File: config.mk
export PLATFORM = sky130hd
export DESIGN_NAME = lvem_cfg
export DESIGN_NICKNAME = d
export VERILOG_FILES = /design/src/rtl/lvem_pkg.sv /design/src/rtl/lvem_cfg.sv
export SDC_FILE = /design/constraint.sdc
export NUM_CORES = 1
export LEC_CHECK = 0
export BUFFER_PORTS_ARGS = -buffer_cell sky130_fd_sc_hd__buf_2
export CAP_MARGIN = 40
export CORE_ASPECT_RATIO = 1.1
export CORE_UTILIZATION = 47
export DETAILED_ROUTE_END_ITERATION = 10
export GPL_TIMING_DRIVEN = 0
export PLACE_DENSITY = 0.94
export REMOVE_ABC_BUFFERS = 1
export SYNTH_ARGS = -nofsm -noshare
export SYNTH_HDL_FRONTEND = slang
export SYNTH_SLANG_ARGS = --single-unit
File: constraint.sdc
create_clock -name clk -period 2.2 [get_ports clk]
set_input_delay 0.22 -clock clk [delete_from_list [all_inputs] [get_ports clk]]
set_output_delay 0.22 -clock clk [all_outputs]
set_load 0.005 [all_outputs]
File: src/rtl/lvem_pkg.sv
`timescale 1ns / 1ps
// shared constants, types and codes of the local variance edge mask
// no dependencies

package lvem_pkg;

	localparam int MAX_WIDTH = 1024;
	localparam int WINDOW    = 5;
	localparam int HALF      = WINDOW / 2;
	localparam int HIST      = 8 * MAX_WIDTH;

	localparam int SLOT_W = $clog2(HIST);
	localparam int COL_W  = $clog2(MAX_WIDTH);
	localparam int WID_W  = 11;
	localparam int ROW_W  = 16;
	localparam int WT_W   = 6;
	localparam int PIX_W  = 8;
	localparam int VAR_W  = 24;
	localparam int PEND_W = 16;
	localparam int WIN_W  = 3;

	localparam int SUM_W   = 13;
	localparam int SQ_W    = 21;
	localparam int T_W     = 26;
	localparam int VSUM_W  = 29;
	localparam int LHS_W   = 32;
	localparam int RHS_W   = 35;

	localparam logic [WIN_W-1:0] WIN_LAST = WIN_W'(WINDOW - 1);
	localparam logic [PIX_W-1:0] PIX_MAX  = 8'd255;
	localparam logic [PEND_W-1:0] MAX_DELAY = PEND_W'((WINDOW - 1) * (MAX_WIDTH + 1));

	localparam logic [WID_W-1:0] RST_WIDTH  = 11'd512;
	localparam logic [ROW_W-1:0] RST_HEIGHT = 16'd512;
	localparam logic [WT_W-1:0]  RST_WEIGHT = 6'd12;
	localparam logic [WID_W-1:0] MIN_WIDTH  = 11'd5;
	localparam logic [WID_W-1:0] TOP_WIDTH  = WID_W'(MAX_WIDTH);
	localparam logic [ROW_W-1:0] MIN_HEIGHT = 16'd5;

	localparam int CFG_AW = 4;
	localparam logic [1:0] REG_WIDTH  = 2'd0;
	localparam logic [1:0] REG_HEIGHT = 2'd1;
	localparam logic [1:0] REG_WEIGHT = 2'd2;

	typedef struct packed {
		logic [WID_W-1:0] width;
		logic [ROW_W-1:0] height;
		logic [WT_W-1:0]  weight;
	} cfg_t;

	typedef struct packed {
		logic              load;
		logic [PEND_W-1:0] pending;
	} stat_t;

	typedef enum logic [3:0] {
		ST_IDLE,
		ST_VAR_SCAN,
		ST_VAR_LAST,
		ST_VAR_MUL,
		ST_VAR_WR,
		ST_EMIT_RD,
		ST_EMIT_CTR,
		ST_SUM_SCAN,
		ST_SUM_LAST,
		ST_CMP,
		ST_FIN
	} state_t;

endpackage

File: src/rtl/lvem_cfg.sv
`timescale 1ns / 1ps
// apb register file for geometry and threshold weight
// depends on lvem_pkg

module lvem_cfg (
	input  logic                       clk,
	input  logic                       arst_n,
	input  logic                       psel,
	input  logic                       penable,
	input  logic                       pwrite,
	input  logic [lvem_pkg::CFG_AW-1:0] paddr,
	input  logic [31:0]                pwdata,
	output logic [31:0]                prdata,
	output lvem_pkg::cfg_t             cfg
);
	import lvem_pkg::*;

	logic [WID_W-1:0] width_q;
	logic [ROW_W-1:0] height_q;
	logic [WT_W-1:0]  weight_q;
	logic [1:0]       idx;
	logic             wr;

	assign idx = paddr[3:2];
	assign wr  = psel && penable && pwrite;

	always_ff @(posedge clk or negedge arst_n) begin
		if (!arst_n) begin
			width_q  <= RST_WIDTH;
			height_q <= RST_HEIGHT;
			weight_q <= RST_WEIGHT;
		end else if (wr) begin
			case (idx)
				REG_WIDTH:  width_q  <= pwdata[WID_W-1:0];
				REG_HEIGHT: height_q <= pwdata[ROW_W-1:0];
				REG_WEIGHT: weight_q <= pwdata[WT_W-1:0];
				default: ;
			endcase
		end
	end

	always_comb begin
		case (idx)
			REG_WIDTH:  prdata = {21'd0, width_q};
			REG_HEIGHT: prdata = {16'd0, height_q};
			REG_WEIGHT: prdata = {26'd0, weight_q};
			default:    prdata = 32'd0;
		endcase
	end

	// clamp geometry: width to what the line stores hold, both sides to at least the window
	always_comb begin
		cfg.width  = (width_q < MIN_WIDTH) ? MIN_WIDTH :
			(width_q > TOP_WIDTH) ? TOP_WIDTH : width_q;
		cfg.height = (height_q < MIN_HEIGHT) ? MIN_HEIGHT : height_q;
		cfg.weight = weight_q;
	end

endmodule

==> metrics, run 1 <==
commonest non-fill, non-tap cell in the layout buf_2; initial DRC count 52; CTS HTree Levels 2; post-synthesis sequential area ratio 0.446; share of the synthesized area in the top cell type 0.390; max incr delay on CP 440 ps; CTS tree yes; r2r startpoint width_q[10]; Setup Viol. Count Final 0; # DRC 0; largest net degree at the start of global routing 34; Pwr Total 1900 uW; crit start category flop; initial antenna violation count 0; outcome finished, final reports clean; fin. max-slew vios 0; clock insertion delay at the later pin of the skew report 270 ps; post-synthesis register bit count 33; via/cell ratio 4.98; Setup TNS Final 0 ps; grt total ovfl 0; Mapped Area 0.00186 mm^2; first-pass GRT wire length 5.78 mm; P_leak 0.00115 uW; die height 68.0 um; die area 0.00422 mm^2; cell taking the most area after synthesis dfrtp_1; gpl congestion 0.732; synth warn 0; Worst-Margin Slew 849 ps; number of placed instances with taps included 268; cts repair resizes 0; unrepaired setup endpoints after global routing no; clock period minus worst slack 2020 ps; final hold slack 4.32 ps; drt total wl 3.99 mm; Routed wire per std cell 14.5 um; CP max FO 4; Hold-fix buffers, CTS 0; Achievable Freq 494 MHz; Power Density 861 mW/mm^2; top cells by area, synth dfrtp_1 (39%), mux2_2 (16%), buf_4 (6.9%); vias post-DR 1370; setup bufs post-CTS 0; crit path kind flop to output pin; Pre-antenna DRT Iters 4; DP Area 0.00213 mm^2; layout cells sized above 1 0.524; post-route cell area 0.00221 mm^2; fin cells 275; Slew HR 0.433; Netlist cell types 28; commonest non-fill, non-tap cells in the layout buf_2 (71), dfrtp_1 (29), mux2_2 (27), conb_1 (16), mux2i_1 (11); Buffers on Ports 71; ant diodes 0; dpl hpwl 2.94 mm; Crit-path slowest cell nor4_1; Critical Path Sink Type output pin; max-cap violations 0; post-synthesis cell count 169; r2r worst-path depth 1; Layout Nets 266; # fillers 319; Max Buffers Root-to-Sink 2; clock-pin slew on the worst setup and hold paths 60 ps; Worst Path Arrival 1800 ps; initial core utilization 0.502; vias in the first global route 1192; critical-path cell list nor4_1 -> nand4_1 -> o21a_1 -> buf_2; worst path buffer plus inverter count 1; WP depth 4; skew final 0 ps; final count of hold timing violations 0; Largest delay share family, worst path simple AND/OR/NAND/NOR gates; Area Overhead vs Synth 18.7%; core box area 0.00371 mm^2; crit path launch height_q[13]; total CTS buffers 5; gr usage total 0.196; Antenna Nets Post-Route 0; Max IR drop VDD 0.520 mV; Die Wd 62.0 um; # clock sinks 33; FP Rows 23; I/O pin count 106; crit share post-route 0.919; data required time of the worst path 1980 ps; Tightest Hold Check Type primary input to asynchronous set/reset pin; Mapped Avg Cell Area 11.0 um^2; Root Buffer clkbuf_8
==> final timing paths <==
check | end | slack (ps)
min in group clk | height_q[13] | 180
hold reg to reg | height_q[0] | 530
hold / removal | weight_q[1] | 4
max in group asynchronous | height_q[11] | 1730
setup / recovery | cfg[7] | 180
setup reg to reg | width_q[10] | 1220
==> registers in the layout (all words and copies together) (netlist names) <==
register / cells
width_q: 11
height_q: 16
weight_q: 6
==> metal layers <==
metal / track usage / up-vias / wire length (um)
li1: - / 641 / -
met1: 0.252 / 672 / 1720
met2: 0.322 / 50 / 2030
met3: 0.0416 / 7 / 191
met4: 0.0667 / 0 / 45
met5: 0 / - / 0
==> final cells by class <==
cell class / count / area, um^2 / area share
repair buffers: 72 / 363 / 0.164
inverters: 2 / 7.51 / 0.00339
flip-flops and latches: 33 / 831 / 0.376
well taps: 50 / 62.6 / 0.0283
clock buffers: 7 / 86.3 / 0.0390
multi-input cells: 111 / 862 / 0.390
==> cell usage after synthesis (all sizes together) <==
| cell type | count |
|---|---|
| and2 | 6 |
| conb | 1 |
| or3b | 1 |
| nand2b | 1 |
| nor3 | 3 |
| buf | 21 |
| dfstp | 4 |
| nand2 | 7 |
| dfrtp | 29 |
| nor4 | 3 |
| nand3 | 1 |
| nor2 | 8 |
| mux2 | 33 |
| o21bai | 1 |
| clkbuf | 17 |
| nor2b | 8 |
| a311oi | 1 |
| mux2i | 11 |
| o21ai | 6 |
| inv | 2 |
| nor3b | 1 |
| a21oi | 1 |
| o21a | 1 |
| a31oi | 1 |
| nand4 | 1 |
==> kinds of logic (layout without fill, tap and decap cells) <==
kind of cell           after synthesis  count (layout)  synth area share
and+or+nand+nor                     40              40             0.122
other                                1              16           0.00201
muxes                               44              44             0.271
buffers and inverters               40              81             0.124
DFF                                 33              33             0.446
AOI/OAI and AO/OA                   11              11            0.0349
==> per-stage QoR <==
stage	util	setup slack, ps
after global placement	0.569	-116
after detailed placement	0.573	308
after global routing	0.596	48.4
after floorplan	-	544
after CTS	0.596	177
final	0.596	178
==> report_power, final <==
group	switching [uW]	internal [uW]	total (uW)
clock network	192	248	440
logic	225	326	552
registers	150	762	913
total	568	1340	1900
Power figures use the tool's default switching activity.
==> run 2: changes to the inputs <==
--- a/config.mk
+++ b/config.mk
@@ -12,7 +12,6 @@
 export DETAILED_ROUTE_END_ITERATION = 10
 export GPL_TIMING_DRIVEN = 0
 export PLACE_DENSITY = 0.94
-export REMOVE_ABC_BUFFERS = 1
 export SYNTH_ARGS = -nofsm -noshare
 export SYNTH_HDL_FRONTEND = slang
 export SYNTH_SLANG_ARGS = --single-unit
==> metrics, run 2 (synthesis gave the netlist of run 1 again) <==
via/cell ratio 4.84; commonest non-fill, non-tap cells in the layout buf_2 (72), dfrtp_1 (29), mux2_2 (27), clkbuf_1 (18), buf_4 (17); drt total wl 4.11 mm; grt total ovfl 0; failing checks hold timing; first-pass GRT wire length 6.22 mm; crit share post-route 0.855; cts repair resizes 0; Max Buffers Root-to-Sink 2; Achievable Freq 532 MHz; CTS tree yes; WP depth 4; FP Rows 23; core box area 0.00371 mm^2; dpl hpwl 3.11 mm; clock-pin slew on the worst setup and hold paths 70 ps; Tightest Hold Check Type primary input to asynchronous set/reset pin; Largest Register height_q; Hold-fix buffers, CTS 0; Worst-Margin Slew 721 ps; Max IR drop VDD 0.504 mV; Clock power frac 0.278; worst path buffer plus inverter count 1; setup bufs post-CTS 0; clock insertion delay at the later pin of the skew report 280 ps; vias post-DR 1510; die area 0.00422 mm^2; initial antenna violation count 0; outcome finished with violations; I/O pin count 106; Routed wire per std cell 13.2 um; initial core utilization 0.502; Slew HR 0.519; sw frac 0.288; # fillers 315; Setup Viol. Count Final 0; data required time of the worst path 1980 ps; Largest regs height_q (16), width_q (11), weight_q (6); Flop pwr share 0.426; Worst Path Arrival 1660 ps; r2r startpoint width_q[10]; Area Overhead vs Synth 31.4%; die height 68.0 um; ant diodes 0; critical-path cell list nor4_1 -> nand4_1 -> o21a_1 -> buf_2; max incr delay on CP 400 ps; Buffers on Ports 70; Comb pwr share 0.295; r2r worst-path depth 2; final count of hold timing violations 29; gr usage total 0.210; fin. max-slew vios 0; Crit-path slowest cell dfrtp_1; crit start category flop; largest net degree at the start of global routing 34; # DRC 0; P_leak 0.00129 uW; Critical R2R Capture width_q[10]; DP Area 0.00233 mm^2; Largest register FFs 16; CP max FO 4; Layout Nets 302; layout cells sized above 1 0.523; Root Buffer clkbuf_8; # clock sinks 33; Critical Path Sink Type output pin; unrepaired setup endpoints after global routing no; crit path kind flop to output pin; final hold slack -15.9 ps; Power Density 862 mW/mm^2; Pre-antenna DRT Iters 4; Sw Pwr 609 uW; P_int 1500 uW; CTS HTree Levels 2; vias in the first global route 1373; skew final 0 ps; Antenna Nets Post-Route 0; max-cap violations 0; clock period minus worst slack 1880 ps; total CTS buffers 5; Setup TNS Final 0 ps; commonest non-fill, non-tap cell in the layout buf_2; R2R Setup Slk 1100 ps; Largest delay share family, worst path simple AND/OR/NAND/NOR gates; post-route cell area 0.00245 mm^2; Die Wd 62.0 um; initial DRC count 46; gpl congestion 0.785
run 2: how the worst max path moves through the flow:
| stage | slack, ps | to | from |
|---|---|---|---|
| 6_report | 320 | cfg[7] | height_q[13] |
| 5_1_grt | 120 | cfg[22] | width_q[6] |
| 4_1_cts | 270 | cfg[7] | height_q[5] |
| 3_5_place_dp | 590 | cfg[7] | height_q[5] |
| 3_3_place_gp | 610 | cfg[7] | height_q[5] |
| 2_1_floorplan | 880 | height_q[10] | paddr[3] |
run 2: layer usage:
metal | share of wire | up-vias | wire length [um] | GRT usage
li1 | - | 713 | - | -
met2 | 0.49 | 68 | 2010 | 0.348
met3 | 0.064 | 12 | 263 | 0.0416
met5 | 0 | - | 0 | 0
met4 | 0.021 | 0 | 86 | 0.103
met1 | 0.43 | 717 | 1750 | 0.257
run 2: stage by stage:
stage          hold slack, ps  cells  utilization  worst slack (ps)  total power, uW
5_1_grt                  54.3    312        0.660               121             2250
3_5_place_dp              315    304        0.628               590             1540
6_report                -15.9    312        0.660               319             2110
2_1_floorplan           -75.6    184            -               879             1250
3_3_place_gp              307    304        0.628               608             1520
4_1_cts                  5.28    312        0.660               265             2130
run 2: worst register-to-register path, cell delays in order, from the launching register on:
cell,delay [ps]
dfrtp_1,420
clkbuf_1,250
mux2_2,320
run 2: power groups by stage:
stage | clock (uW) | sequential, uW | combinational (uW)
after global routing | 618 | 924 | 704
after detailed placement | 0 | 911 | 628
final | 588 | 900 | 624
after floorplan | 0 | 872 | 379
after CTS | 599 | 900 | 632
after global placement | 0 | 903 | 613
run 2: area by class of cell:
| cell class | count | area, um^2 | area share |
|---|---|---|---|
| flip-flops and latches | 33 | 831 | 0.339 |
| plain buffers | 38 | 224 | 0.0915 |
| multi-input cells | 111 | 857 | 0.350 |
| clock inverters | 1 | 30.0 | 0.0123 |
| repair buffers | 70 | 350 | 0.143 |
| well taps | 50 | 62.6 | 0.0255 |
| inverters | 2 | 7.51 | 0.00307 |
| clock buffers | 7 | 86.3 | 0.0353 |
==> run 3: changes to the inputs <==
--- a/config.mk
+++ b/config.mk
@@ -12,6 +12,7 @@
 export DETAILED_ROUTE_END_ITERATION = 10
 export GPL_TIMING_DRIVEN = 0
 export PLACE_DENSITY = 0.94
+export RECOVER_POWER = 50
 export SYNTH_ARGS = -nofsm -noshare
 export SYNTH_HDL_FRONTEND = slang
 export SYNTH_SLANG_ARGS = --single-unit
==> constraint.sdc (replaced) <==
create_clock -name clk -period 2.2 [get_ports clk]
set_input_delay 0.11 -clock clk [delete_from_list [all_inputs] [get_ports clk]]
set_output_delay 0.11 -clock clk [all_outputs]
set_load 0.005 [all_outputs]
==> metrics, run 3 (synthesis gave the netlist of run 1 again) <==
met3 wire len 245 um; Largest regs height_q (16), width_q (11), weight_q (6); Largest Register height_q; # clock sinks 33; Routed wire per std cell 13.2 um; max-cap violations 0; initial core utilization 0.502; WP depth 4; Slew HR 0.222; Power Density 868 mW/mm^2; layout cells sized above 1 0.441; drt total wl 4.15 mm; skew final 0 ps; vias post-DR 1498; crit path kind flop to output pin; Largest register FFs 16; r2r worst-path depth 2; CTS HTree Levels 2; Pre-antenna DRT Iters 4; worst path buffer plus inverter count 1; Critical Path Sink Type output pin; first-pass GRT wire length 6.24 mm; # DRC 0; Core Util, Final 0.647; Metal-1 WL 1.78 mm; CTS tree yes; Layout Nets 303; Max IR drop VDD 0.500 mV; Worst-Margin Slew 1160 ps; crit start category flop; Setup Viol. Count Final 0; I/O pin count 106; commonest non-fill, non-tap cells in the layout buf_2 (59), clkbuf_1 (30), dfrtp_1 (29), mux2_2 (27), buf_4 (17); Worst Path Arrival 1670 ps; initial DRC count 29; clock period minus worst slack 1780 ps; via/cell ratio 4.79; final hold slack 49.2 ps; Setup TNS Final 0 ps; Tightest Hold Check Type primary input to flop; fin cells 313; die height 68.0 um; clock insertion delay at the later pin of the skew report 290 ps; Achievable Freq 562 MHz; cts repair resizes 0; Max Buffers Root-to-Sink 2; clock-pin slew on the worst setup and hold paths 70 ps; vias in the first global route 1377; ant diodes 0; largest net degree at the start of global routing 34; dpl hpwl 3.11 mm; fin. max-slew vios 0; core box area 0.00371 mm^2; commonest non-fill, non-tap cell in the layout buf_2; P_leak 0.00122 uW; data required time of the worst path 2090 ps; final count of hold timing violations 0; number of placed instances with taps included 304; Hold Path Cell Cnt 2; outcome finished, final reports clean; gpl congestion 0.785; crit share post-route 0.809; met2 routed WL 2.02 mm; Buffers on Ports 70; CP max FO 4; die area 0.00422 mm^2; max incr delay on CP 400 ps; Crit-path slowest cell dfrtp_1; FP Rows 23; total CTS buffers 5; critical-path cell list nor4_1 -> nand4_1 -> o21a_1 -> buf_2; Die Wd 62.0 um; initial antenna violation count 0; Root Buffer clkbuf_8; grt total ovfl 0; unrepaired setup endpoints after global routing no; Largest delay share family, worst path simple AND/OR/NAND/NOR gates; setup bufs post-CTS 0; Antenna Nets Post-Route 0; Area Overhead vs Synth 28.9%; gr usage total 0.211; Hold-fix buffers, CTS 1; top layer in use met4
run 3: changes by cell type in the layout (fill, tap and decap cells not counted), sizes merged:
cell	before	now
dlygate4sd3	0	1
buf	91	78
clkbuf	24	37
run 3: per-stage QoR:
step	total power, uW	cell area (um^2)	worst slack [ps]
after CTS	2130	2460	375
after global routing	2210	2400	231
after global placement	1520	2330	718
final	2080	2400	420
after floorplan	1250	1920	989
after detailed placement	1540	2330	700
run 3: cell type report:
type / count / area, um^2
clock inverters: 1 / 30.0
plain buffers: 38 / 216
inverters: 2 / 7.51
clock buffers: 7 / 86.3
well taps: 50 / 62.6
flip-flops and latches: 33 / 831
repair buffers: 71 / 345
multi-input cells: 111 / 822
fillers: 329 / 1310
run 3: worst paths after layout:
kind | startpoint | end | slack (ps)
min | pwdata[15] | height_q[15] | 50
max reg2reg | width_q[10] | width_q[10] | 1100
min reg2reg | weight_q[0] | weight_q[0] | 530
min in group asynchronous | arst_n | height_q[2] | 440
max | height_q[13] | cfg[7] | 420
max in group asynchronous | arst_n | width_q[6] | 1250
run 3: per-layer routing:
metal / vias to the layer above / GRT usage
li1: 720 / -
met1: 700 / 0.258
met2: 66 / 0.348
met3: 12 / 0.0416
met4: 0 / 0.103
met5: - / 0
run 3: report_power, final:
group,switching [uW],internal [uW],total (uW)
clock,220,369,589
sequential,138,761,899
combinational,254,342,596
